**src/design/atclr_pkg.sv**
```systemverilog
`timescale 1ns / 1ps

package atclr_pkg;

	localparam int NUM_KEYS = 12;
	localparam int KEY_COLS = 16;

	// Command codes
	localparam logic [3:0] CODE_NONE     = 4'd0;
	localparam logic [3:0] CODE_ESCAPE   = 4'd1;
	localparam logic [3:0] CODE_ATI      = 4'd2;
	localparam logic [3:0] CODE_ATO      = 4'd3;
	localparam logic [3:0] CODE_CGATT    = 4'd4;
	localparam logic [3:0] CODE_CIICR    = 4'd5;
	localparam logic [3:0] CODE_CIPSTART = 4'd6;
	localparam logic [3:0] CODE_CIPCLOSE = 4'd7;
	localparam logic [3:0] CODE_DIAL     = 4'd8;
	localparam logic [3:0] CODE_ATH      = 4'd9;
	localparam logic [3:0] CODE_ATC      = 4'd10;
	localparam logic [3:0] CODE_AT       = 4'd11;
	localparam logic [3:0] CODE_RST      = 4'd12;

	// Result kinds
	localparam logic KIND_PARAM = 1'b0;
	localparam logic KIND_EOL   = 1'b1;

	// Special characters
	localparam logic [7:0] CHAR_NEWLINE = 8'd10;
	localparam logic [7:0] CHAR_COMMA   = 8'd44;
	localparam logic [7:0] NUL          = 8'h00;

	localparam logic [3:0] POS_MAX = 4'd15;

	// Keyword text, padded with NUL; row k holds keyword of code k+1
	localparam logic [7:0] KEY_TEXT [NUM_KEYS][KEY_COLS] = '{
		'{"+", "+", "+", NUL, NUL, NUL, NUL, NUL, NUL, NUL, NUL, NUL, NUL, NUL, NUL, NUL},
		'{"A", "T", "I", NUL, NUL, NUL, NUL, NUL, NUL, NUL, NUL, NUL, NUL, NUL, NUL, NUL},
		'{"A", "T", "O", NUL, NUL, NUL, NUL, NUL, NUL, NUL, NUL, NUL, NUL, NUL, NUL, NUL},
		'{"A", "T", "+", "C", "G", "A", "T", "T", "?", NUL, NUL, NUL, NUL, NUL, NUL, NUL},
		'{"A", "T", "+", "C", "I", "I", "C", "R", NUL, NUL, NUL, NUL, NUL, NUL, NUL, NUL},
		'{"A", "T", "+", "C", "I", "P", "S", "T", "A", "R", "T", "=", NUL, NUL, NUL, NUL},
		'{"A", "T", "+", "C", "I", "P", "C", "L", "O", "S", "E", NUL, NUL, NUL, NUL, NUL},
		'{"A", "T", "D", "+", NUL, NUL, NUL, NUL, NUL, NUL, NUL, NUL, NUL, NUL, NUL, NUL},
		'{"A", "T", "H", NUL, NUL, NUL, NUL, NUL, NUL, NUL, NUL, NUL, NUL, NUL, NUL, NUL},
		'{"A", "T", "C", NUL, NUL, NUL, NUL, NUL, NUL, NUL, NUL, NUL, NUL, NUL, NUL, NUL},
		'{"A", "T", NUL, NUL, NUL, NUL, NUL, NUL, NUL, NUL, NUL, NUL, NUL, NUL, NUL, NUL},
		'{"A", "T", "+", "R", "S", "T", NUL, NUL, NUL, NUL, NUL, NUL, NUL, NUL, NUL, NUL}
	};

	localparam logic [3:0] KEY_LEN [NUM_KEYS] = '{
		4'd3, 4'd3, 4'd3, 4'd9, 4'd8, 4'd12, 4'd11, 4'd4, 4'd3, 4'd3, 4'd2, 4'd6
	};

	// Bit k set for keywords that match as a prefix
	localparam logic [NUM_KEYS-1:0] KEY_IS_PREFIX = 12'b0000_1010_0000;

	typedef struct packed {
		logic       result_kind;
		logic [3:0] command_code;
		logic       param_index;
		logic [7:0] param_byte;
	} res_t;

endpackage

```
**src/design/atclr_match.sv**
```systemverilog
`timescale 1ns / 1ps

module atclr_match (
	input  logic                clk,
	input  logic                arst_n,
	input  logic                step_en,
	input  logic [7:0]          rx_byte,
	output logic                res_valid,
	output atclr_pkg::res_t     res
);

	localparam logic [1:0] MODE_KEY = 2'd0;
	localparam logic [1:0] MODE_P1  = 2'd1;
	localparam logic [1:0] MODE_P2  = 2'd2;

	logic [3:0]                     pos_q, pos_d;
	logic [atclr_pkg::NUM_KEYS-1:0] cand_q, cand_d, cand_next;
	logic [1:0]                     mode_q, mode_d;
	logic [3:0]                     pend_q, pend_d;
	logic [3:0]                     eol_code;
	logic [3:0]                     pos_next;

	// Per-keyword character compare, and exact-match lookup for end of line
	always_comb begin
		eol_code = atclr_pkg::CODE_NONE;
		for (int k = 0; k < atclr_pkg::NUM_KEYS; k++) begin
			cand_next[k] = cand_q[k] && (pos_q < atclr_pkg::KEY_LEN[k]) &&
				(atclr_pkg::KEY_TEXT[k][pos_q] == rx_byte);
		end
		// descending so the lowest code wins
		for (int k = atclr_pkg::NUM_KEYS - 1; k >= 0; k--) begin
			if (cand_q[k] && !atclr_pkg::KEY_IS_PREFIX[k] &&
				atclr_pkg::KEY_LEN[k] == pos_q) begin
				eol_code = 4'(k + 1);
			end
		end
	end

	assign pos_next = (pos_q == atclr_pkg::POS_MAX) ? pos_q : pos_q + 4'd1;

	// Next state and result for one item
	always_comb begin
		pos_d     = pos_q;
		cand_d    = cand_q;
		mode_d    = mode_q;
		pend_d    = pend_q;
		res_valid = 1'b0;
		res       = '0;
		if (rx_byte == atclr_pkg::CHAR_NEWLINE) begin
			pos_d  = '0;
			cand_d = '1;
			mode_d = MODE_KEY;
			pend_d = atclr_pkg::CODE_NONE;
			if (mode_q != MODE_KEY || pos_q != 4'd0) begin
				res_valid        = 1'b1;
				res.result_kind  = atclr_pkg::KIND_EOL;
				res.command_code = (mode_q != MODE_KEY) ? pend_q : eol_code;
			end
		end else if (mode_q != MODE_KEY) begin
			if (mode_q == MODE_P1 && pend_q == atclr_pkg::CODE_CIPSTART &&
				rx_byte == atclr_pkg::CHAR_COMMA) begin
				mode_d = MODE_P2;
			end else begin
				res_valid        = 1'b1;
				res.result_kind  = atclr_pkg::KIND_PARAM;
				res.command_code = pend_q;
				res.param_index  = (mode_q != MODE_P1);
				res.param_byte   = rx_byte;
			end
		end else begin
			cand_d = cand_next;
			pos_d  = pos_next;
			// prefix keywords complete: enter parameter streaming
			if (cand_next[atclr_pkg::CODE_CIPSTART - 4'd1] &&
				pos_next == atclr_pkg::KEY_LEN[atclr_pkg::CODE_CIPSTART - 4'd1]) begin
				mode_d = MODE_P1;
				pend_d = atclr_pkg::CODE_CIPSTART;
			end else if (cand_next[atclr_pkg::CODE_DIAL - 4'd1] &&
				pos_next == atclr_pkg::KEY_LEN[atclr_pkg::CODE_DIAL - 4'd1]) begin
				mode_d = MODE_P1;
				pend_d = atclr_pkg::CODE_DIAL;
			end
		end
	end

	// Line state
	always_ff @(posedge clk or negedge arst_n) begin
		if (!arst_n) begin
			pos_q  <= '0;
			cand_q <= '1;
			mode_q <= MODE_KEY;
			pend_q <= atclr_pkg::CODE_NONE;
		end else if (step_en) begin
			pos_q  <= pos_d;
			cand_q <= cand_d;
			mode_q <= mode_d;
			pend_q <= pend_d;
		end
	end

`ifndef SYNTH
	a_mode_legal: assert property (@(posedge clk) disable iff (!arst_n)
		mode_q != 2'd3)
		else $error("parameter mode reached unused value");

	a_pend_key: assert property (@(posedge clk) disable iff (!arst_n)
		mode_q == MODE_KEY |-> pend_q == atclr_pkg::CODE_NONE)
		else $error("pending command set while matching keywords");

	a_pend_param: assert property (@(posedge clk) disable iff (!arst_n)
		mode_q != MODE_KEY |->
			(pend_q == atclr_pkg::CODE_CIPSTART || pend_q == atclr_pkg::CODE_DIAL))
		else $error("parameter mode without prefix command");

	a_p2_cipstart: assert property (@(posedge clk) disable iff (!arst_n)
		mode_q == MODE_P2 |-> pend_q == atclr_pkg::CODE_CIPSTART)
		else $error("second parameter outside CIPSTART");
`endif

endmodule

```
**src/design/atclr_out.sv**
```systemverilog
`timescale 1ns / 1ps

module atclr_out (
	input  logic            clk,
	input  logic            arst_n,
	input  logic            load,
	input  atclr_pkg::res_t res,
	input  logic            out_stall,
	output logic            take,
	output logic            out_valid,
	output logic            result_kind,
	output logic [3:0]      command_code,
	output logic            param_index,
	output logic [7:0]      param_byte
);

	logic            valid_q;
	atclr_pkg::res_t res_q;

	// register can take a new item when empty or being drained
	assign take = !valid_q || !out_stall;

	always_ff @(posedge clk or negedge arst_n) begin
		if (!arst_n) begin
			valid_q <= 1'b0;
		end else if (take) begin
			valid_q <= load;
		end
	end

	// payload
	always_ff @(posedge clk) begin
		if (take && load) begin
			res_q <= res;
		end
	end

	assign out_valid    = valid_q;
	assign result_kind  = res_q.result_kind;
	assign command_code = res_q.command_code;
	assign param_index  = res_q.param_index;
	assign param_byte   = res_q.param_byte;

endmodule

```
**src/design/at_command_line_recognizer_unit.sv**
```systemverilog
`timescale 1ns / 1ps
// An accepted byte sits in the input register, then its result loads into the result
// register; bytes that cause no result leave nothing.
// Throughput: one byte per cycle while out_stall does not hold the result register.
// Reset: arst_n clears the line state to start of line and empties both registers.
module at_command_line_recognizer_unit (
	input  logic       clk,
	input  logic       arst_n,
	input  logic       in_valid,
	output logic       in_stall,
	input  logic [7:0] rx_byte,
	output logic       out_valid,
	input  logic       out_stall,
	output logic       result_kind,
	output logic [3:0] command_code,
	output logic       param_index,
	output logic [7:0] param_byte
);

	logic            valid_s1;
	logic [7:0]      byte_s1;
	logic            take;
	logic            step_en;
	logic            res_valid;
	atclr_pkg::res_t res;

	// input register advances whenever the result register can take an item
	assign step_en  = valid_s1 && take;
	assign in_stall = valid_s1 && !take;

	always_ff @(posedge clk or negedge arst_n) begin
		if (!arst_n) begin
			valid_s1 <= 1'b0;
		end else if (!in_stall) begin
			valid_s1 <= in_valid;
		end
	end

	always_ff @(posedge clk) begin
		if (in_valid && !in_stall) begin
			byte_s1 <= rx_byte;
		end
	end

	atclr_match u_match (
		.clk       (clk),
		.arst_n    (arst_n),
		.step_en   (step_en),
		.rx_byte   (byte_s1),
		.res_valid (res_valid),
		.res       (res)
	);

	atclr_out u_out (
		.clk          (clk),
		.arst_n       (arst_n),
		.load         (step_en && res_valid),
		.res          (res),
		.out_stall    (out_stall),
		.take         (take),
		.out_valid    (out_valid),
		.result_kind  (result_kind),
		.command_code (command_code),
		.param_index  (param_index),
		.param_byte   (param_byte)
	);

endmodule

```
**config.mk**
```make
export PLATFORM = sky130hd
export DESIGN_NAME = at_command_line_recognizer_unit
export DESIGN_NICKNAME = d
export VERILOG_FILES = /design/src/design/atclr_pkg.sv /design/src/design/atclr_match.sv /design/src/design/atclr_out.sv /design/src/design/at_command_line_recognizer_unit.sv
export SDC_FILE = /design/constraint.sdc
export NUM_CORES = 1
export LEC_CHECK = 0
export BUFFER_PORTS_ARGS = -buffer_cell sky130_fd_sc_hd__buf_2
export CAP_MARGIN = 10
export CORE_ASPECT_RATIO = 0.9
export CORE_MARGIN = 4
export CORE_UTILIZATION = 45
export DETAILED_ROUTE_END_ITERATION = 6
export PLACE_DENSITY_LB_ADDON = 0.3
export REMOVE_ABC_BUFFERS = 1
export SKIP_CTS_REPAIR_TIMING = 1
export SLEW_MARGIN = 10
export SYNTH_ARGS = -nofsm -noshare
export SYNTH_HDL_FRONTEND = slang
export SYNTH_SLANG_ARGS = --single-unit
```
**constraint.sdc**
```tcl
create_clock -name clk -period 7.5 [get_ports clk]
set_clock_uncertainty 0.15 [all_clocks]
set_input_delay 1.125 -clock clk [delete_from_list [all_inputs] [get_ports clk]]
set_output_delay 1.125 -clock clk [all_outputs]
set_load 0.03 [all_outputs]
```
==> results of run 1 <==
[worst max-delay path: stages, from the launching register on]
cell      delay [ns]
edfxtp_1        0.65
or4_4           0.64
or4_1           0.69
a21oi_4         0.23
nor2_1          0.07
nor2_1          0.81
[sequential cells by signal (all words and copies together) (netlist names)]
signal              flops
u_match.mode_q          2
u_match.cand_q         12
u_out.out_valid         1
valid_s1                1
u_out.command_code      4
u_out.param_index       1
u_out.param_byte        8
u_out.result_kind       1
u_match.pos_q           4
byte_s1                 8
u_match.pend_q          2
[cells in the mapped netlist (all sizes together) (5+ instances only)]
master / number / area [µm²]
a21oi: 23 / 130
and2: 9 / 56.3
buf: 14 / 80.1
clkbuf: 13 / 50.0
dfrtp: 10 / 250
dfstp: 12 / 315
edfxtp: 22 / 661
ha: 9 / 113
inv: 6 / 22.5
mux2i: 7 / 70.1
nand2: 41 / 154
nand2b: 6 / 37.5
nand3: 11 / 55.1
nand3b: 5 / 37.5
nand4: 8 / 50.1
nor2: 26 / 97.6
nor2b: 8 / 50.1
nor3: 13 / 65.1
o21ai: 28 / 140
o22ai: 7 / 43.8
xnor2: 20 / 175
xor2: 11 / 96.3
[power breakdown]
| part | internal (mW) | switching, mW |
|---|---|---|
| Combinational | 0.184 | 0.301 |
| Clock | 0.0988 | 0.0894 |
| Sequential | 0.267 | 0.0339 |
| Total | 0.550 | 0.424 |
[worst max-delay path by stage]
| stage | slack (ns) | cells after the start | end |
|---|---|---|---|
| after floorplan | 4.31 | 5 | u_out.command_code[0] |
| after global placement | 4.02 | 5 | u_out.param_byte[0] |
| after detailed placement | 3.92 | 5 | u_out.command_code[0] |
| after CTS | 3.90 | 5 | u_out.command_code[0] |
| after global routing | 3.73 | 5 | u_out.result_kind |
| final | 3.86 | 5 | u_out.param_byte[5] |
[cells by family (layout without fill, tap and decap cells)]
logic type,count (synthesis),count (layout),share of synthesized area (%)
and+or+nand+nor,153,153,24.9
AOI/OAI and AO/OA,89,89,17.5
DFF,44,44,37.9
buffers and inverters,35,45,4.95
xor gates and xnor gates,31,31,8.39
adders and majority gates,9,9,3.48
muxes,9,9,2.86
[placed cells by master, fill, tap and decap left out, drive strengths merged, types with 2 or more instances in the layout]
| cell | n |
|---|---|
| ha | 9 |
| a31oi | 4 |
| or3 | 2 |
| nand4 | 8 |
| and3 | 3 |
| or2 | 3 |
| mux2 | 2 |
| nor2 | 26 |
| nor3b | 3 |
| nor4 | 4 |
| and2 | 9 |
| nand3 | 11 |
| or4 | 4 |
| dfstp | 12 |
| buf | 29 |
| nor2b | 8 |
| o22ai | 7 |
| xor2 | 11 |
| a22oi | 2 |
| o22a | 4 |
| inv | 6 |
| dfrtp | 10 |
| xnor2 | 20 |
| nand2b | 6 |
| a21boi | 3 |
| nand3b | 5 |
| clkinv | 4 |
| nor3 | 13 |
| o21ai | 28 |
| mux2i | 7 |
| edfxtp | 22 |
| o211ai | 2 |
| nand2 | 41 |
| a31o | 2 |
| a21o | 2 |
| o31ai | 2 |
| o21a | 2 |
| clkbuf | 5 |
| a21oi | 23 |
[cell type report]
class / instances / area (µm²) / area share, %
clock buffer: 5 / 68.8 / 1.97
sequential: 44 / 1230 / 35.2
clock inverter: 3 / 42.5 / 1.22
tap: 93 / 116 / 3.34
multi-input combinational: 291 / 1850 / 53.1
inverter: 8 / 30.0 / 0.862
timing repair buffer: 29 / 150 / 4.31
[stage by stage]
step	setup slack [ns]	instance area [µm²]	std cells	util (%)
after floorplan	4.31	3110	343	-
after global placement	4.02	3370	465	47.9
after detailed placement	3.92	3370	465	47.9
after CTS	3.90	3480	473	49.5
after global routing	3.73	3480	473	49.5
final	3.86	3480	473	49.5
[metal layers]
layer,vias up,routed length (µm)
met1,1384,4170
met2,164,3750
met4,0,189
met5,-,0
li1,1337,-
met3,16,758
==> flow_summary.json, run 1 <==
{
  "peakVddDrop_uv": 286,
  "cts_tree": "built",
  "grtUsageMet3_pct": 4.02,
  "cts.path.max_buffers": 2,
  "cts-root-buf": "clkbuf_8",
  "p_per_area_nw_per_um2": 280,
  "netlist_area_um2": 3240,
  "drtIter0Drc": 355,
  "reg2regPathDepth": 5,
  "hold-path-endpoint": "u_match.cand_q[4]",
  "routed_wl_um": 8870,
  "async_reset_ff_share_pct": 50.0,
  "grt_util_met2_pct": 30.3,
  "worstSetupPathType": "reg2reg",
  "dr.pass1.iters": 7,
  "grt_first_pass_wirelength_um": 14100,
  "fin_nets": 400,
  "n_fill_cell": 685,
  "cp_data_required_time_ns": 7.27,
  "design.die.area_um2": 8620,
  "grtUsageMet1_pct": 30.7,
  "min_period_ns": 3.64,
  "drc": 0,
  "diodes": 0,
  "r2r_end": "u_out.param_byte[5]",
  "ant_nets": 0,
  "grt_max_degree": 36,
  "arrival_ns": 3.41,
  "synth_ff_type": "edfxtp_1",
  "synth.avg_cell_area_um2": 8.75,
  "die_h_um": 88.5,
  "report.final.setup_viol": 0,
  "cp-start-kind": "flop",
  "port_buffers": 27,
  "antenna_found_initial": 0,
  "status": "completed",
  "max_cap_violations": 0,
  "cts_buffers": 5,
  "cts.sinks": 44,
  "critPathMaxFanout": 14,
  "min_path_cells": 2,
  "htreeDepth": 2,
  "ys_warn_count": 0,
  "tightestPinTransition_ns": 1.06,
  "slew_violations": 0,
  "drive_gt1_share_pct": 16.3,
  "design.core.area_um2": 7040,
  "worstReg2RegStart": "byte_s1[2]",
  "clkLatencyLatePin_ns": 0.30,
  "dpl.hpwl_um": 6270,
  "initial_utilization_pct": 46.0,
  "fmaxAchievable_mhz": 275,
  "yosysSeqAreaShare_pct": 37.9,
  "min_period_over_period_pct": 48.5,
  "grt_busiest_layer": "met1",
  "min_from": "u_match.cand_q[4]",
  "gp_congestion": 0.928,
  "path_clk_slew_ns": 0.10,
  "synthDistinctLibCells": 64,
  "crit_path_start": "byte_s1[2]",
  "synth-edff-count": 22,
  "hold_viol": 0,
  "r2r_setup_slack_ns": 3.86,
  "gr-total-overflow": 0,
  "wire_per_inst_um": 18.7,
  "pin_count": 28,
  "endpoint_kind": "flop",
  "area_delta_synth_final_pct": 7.65,
  "syn-instance-count": 370,
  "grt_pass1_vias": 2641,
  "rsz0062_at_grt": "no",
  "p_total_mw": 0.974,
  "synth_seq_cells": 44,
  "whs_ns": 0.333,
  "min_path_type": "reg2reg",
  "rows": 29,
  "fp.dieW_um": 97.4,
  "route.vias.total": 2901,
  "track_usage_pct": 20.5,
  "tns_ns": 0,
  "p_leak_nw": 1.40,
  "viasPerCell": 6.13,
  "slew_headroom_pct": 28.8
}
No activity file was read; power rests on OpenSTA's default activity.
==> run 2, diff against run 1 <==
Clock period 7.5 ns to 3.6 ns, I/O delays scaled along.
==> flow_summary.json, run 2 (same netlist as run 1, synthesis figures left out) <==
{
  "status": "completed",
  "worstSetupPathType": "reg2reg",
  "viasPerCell": 6.13,
  "min_period_ns": 3.16,
  "initial_utilization_pct": 46.0,
  "cts.path.max_buffers": 2,
  "design.die.area_um2": 8620,
  "grt_first_pass_wirelength_um": 14200,
  "fin_nets": 407,
  "clkLatencyLatePin_ns": 0.31,
  "cp_data_required_time_ns": 3.67,
  "gr-total-overflow": 0,
  "largest_register": "u_match.cand_q",
  "dpl.hpwl_um": 6340,
  "slew_violations": 0,
  "grt_pass1_vias": 2697,
  "port_buffers": 27,
  "drc": 0,
  "antenna_found_initial": 0,
  "rows": 29,
  "wire_per_inst_um": 18.2,
  "cpPeakStageDelay_ns": 0.68,
  "cp-start-kind": "flop",
  "hold_viol": 0,
  "placed_cells": 472,
  "crit_path_start": "u_match.pos_q[1]",
  "fp.dieW_um": 97.4,
  "largest_reg_flops": 12,
  "routed_wl_um": 8720,
  "route.vias.total": 2940,
  "design.core.area_um2": 7040,
  "cp_cell_sequence": "ha_1 -> ha_1 -> or4b_1 -> a21o_1 -> or4_1 -> a22oi_1",
  "tightestPinTransition_ns": 0.790,
  "dr.pass1.iters": 5,
  "drtIter0Drc": 399,
  "p_per_area_nw_per_um2": 574,
  "worstReg2RegStart": "u_match.pos_q[1]",
  "cts_buffers": 5,
  "crit_top_cell": "ha_1",
  "mostFrequentLayoutCells": "nand2_1, o21ai_0, buf_2",
  "peakVddDrop_uv": 415,
  "cts_tree": "built",
  "pin_count": 28,
  "whs_ns": 0.0556,
  "cp_slowest_cell": "dfrtp_1",
  "max_cap_violations": 0,
  "cts-root-buf": "clkbuf_8",
  "drive_gt1_share_pct": 18.1,
  "gp_congestion": 0.942,
  "htreeDepth": 2,
  "diodes": 0,
  "slew_headroom_pct": 47.3,
  "rsz0062_at_grt": "no",
  "fmaxAchievable_mhz": 317,
  "report.final.setup_viol": 0,
  "grt_max_degree": 30,
  "endpoint_kind": "flop",
  "min_path_type": "in2async",
  "p_leak_nw": 1.43,
  "final_cells": 480,
  "area_delta_synth_final_pct": 9.39,
  "ant_nets": 0,
  "arrival_ns": 3.23,
  "cts.sinks": 44,
  "tns_ns": 0,
  "track_usage_pct": 20.5,
  "layout_commonest_cell": "nand2_1",
  "path_clk_slew_ns": 0.09,
  "die_h_um": 88.5,
  "min_period_over_period_pct": 87.7,
  "critPathMaxFanout": 16
}
-- run 2: power by group --
part	switching [mW]	internal [mW]	total, mW
clock network	0.188	0.209	0.398
logic	0.610	0.393	1.00
registers	0.0742	0.556	0.631
-- run 2: worst max-delay path: cells and delay by family, from the launching register on --
kind	cells	cell delay (ns)
AO/OA/AOI/OAI	2	0.38
adder cells (fa/ha/maj)	2	0.84
flip-flops	1	0.68
AND/OR/NAND/NOR	2	1.01
-- run 2: layout make-up --
| cell class | count | area, µm² |
|---|---|---|
| Tap cell | 93 | 116 |
| Multi-Input combinational cell | 291 | 1850 |
| Fill cell | 675 | 3500 |
| Clock buffer | 5 | 68.8 |
| Clock inverter | 3 | 46.3 |
| Timing Repair Buffer | 36 | 203 |
| Inverter | 8 | 30.0 |
| Sequential cell | 44 | 1230 |
-- run 2: layer usage --
layer	up-vias	wire length [µm]	track usage, %
met5	-	0	0
met4	0	199	5.41
met3	26	767	5.36
met2	158	3730	31.1
met1	1398	4020	29.4
li1	1358	-	-
-- run 2: stage by stage --
step                power (mW)  worst slack (ns)  utilization (%)  area, µm²
global placement          1.61             0.601             48.7       3430
floorplan                 1.36             0.411                -       3110
detailed placement        1.61             0.515             48.7       3430
CTS                       2.01             0.485             50.3       3540
finish                    2.03             0.443             50.3       3540
global route              2.15             0.308             50.3       3540
-- run 2: final timing paths --
path                                endpoint  slack [ns]  cells past startpoint
max in group asynchronous  u_match.cand_q[5]        2.87                      1
min reg2reg                u_match.cand_q[4]        0.33                      2
max                        u_match.mode_q[0]        0.44                      6
min in group clk                  byte_s1[3]        0.26                      1
max reg2reg                u_match.mode_q[0]        0.44                      6
min                        u_match.mode_q[1]        0.06                      1
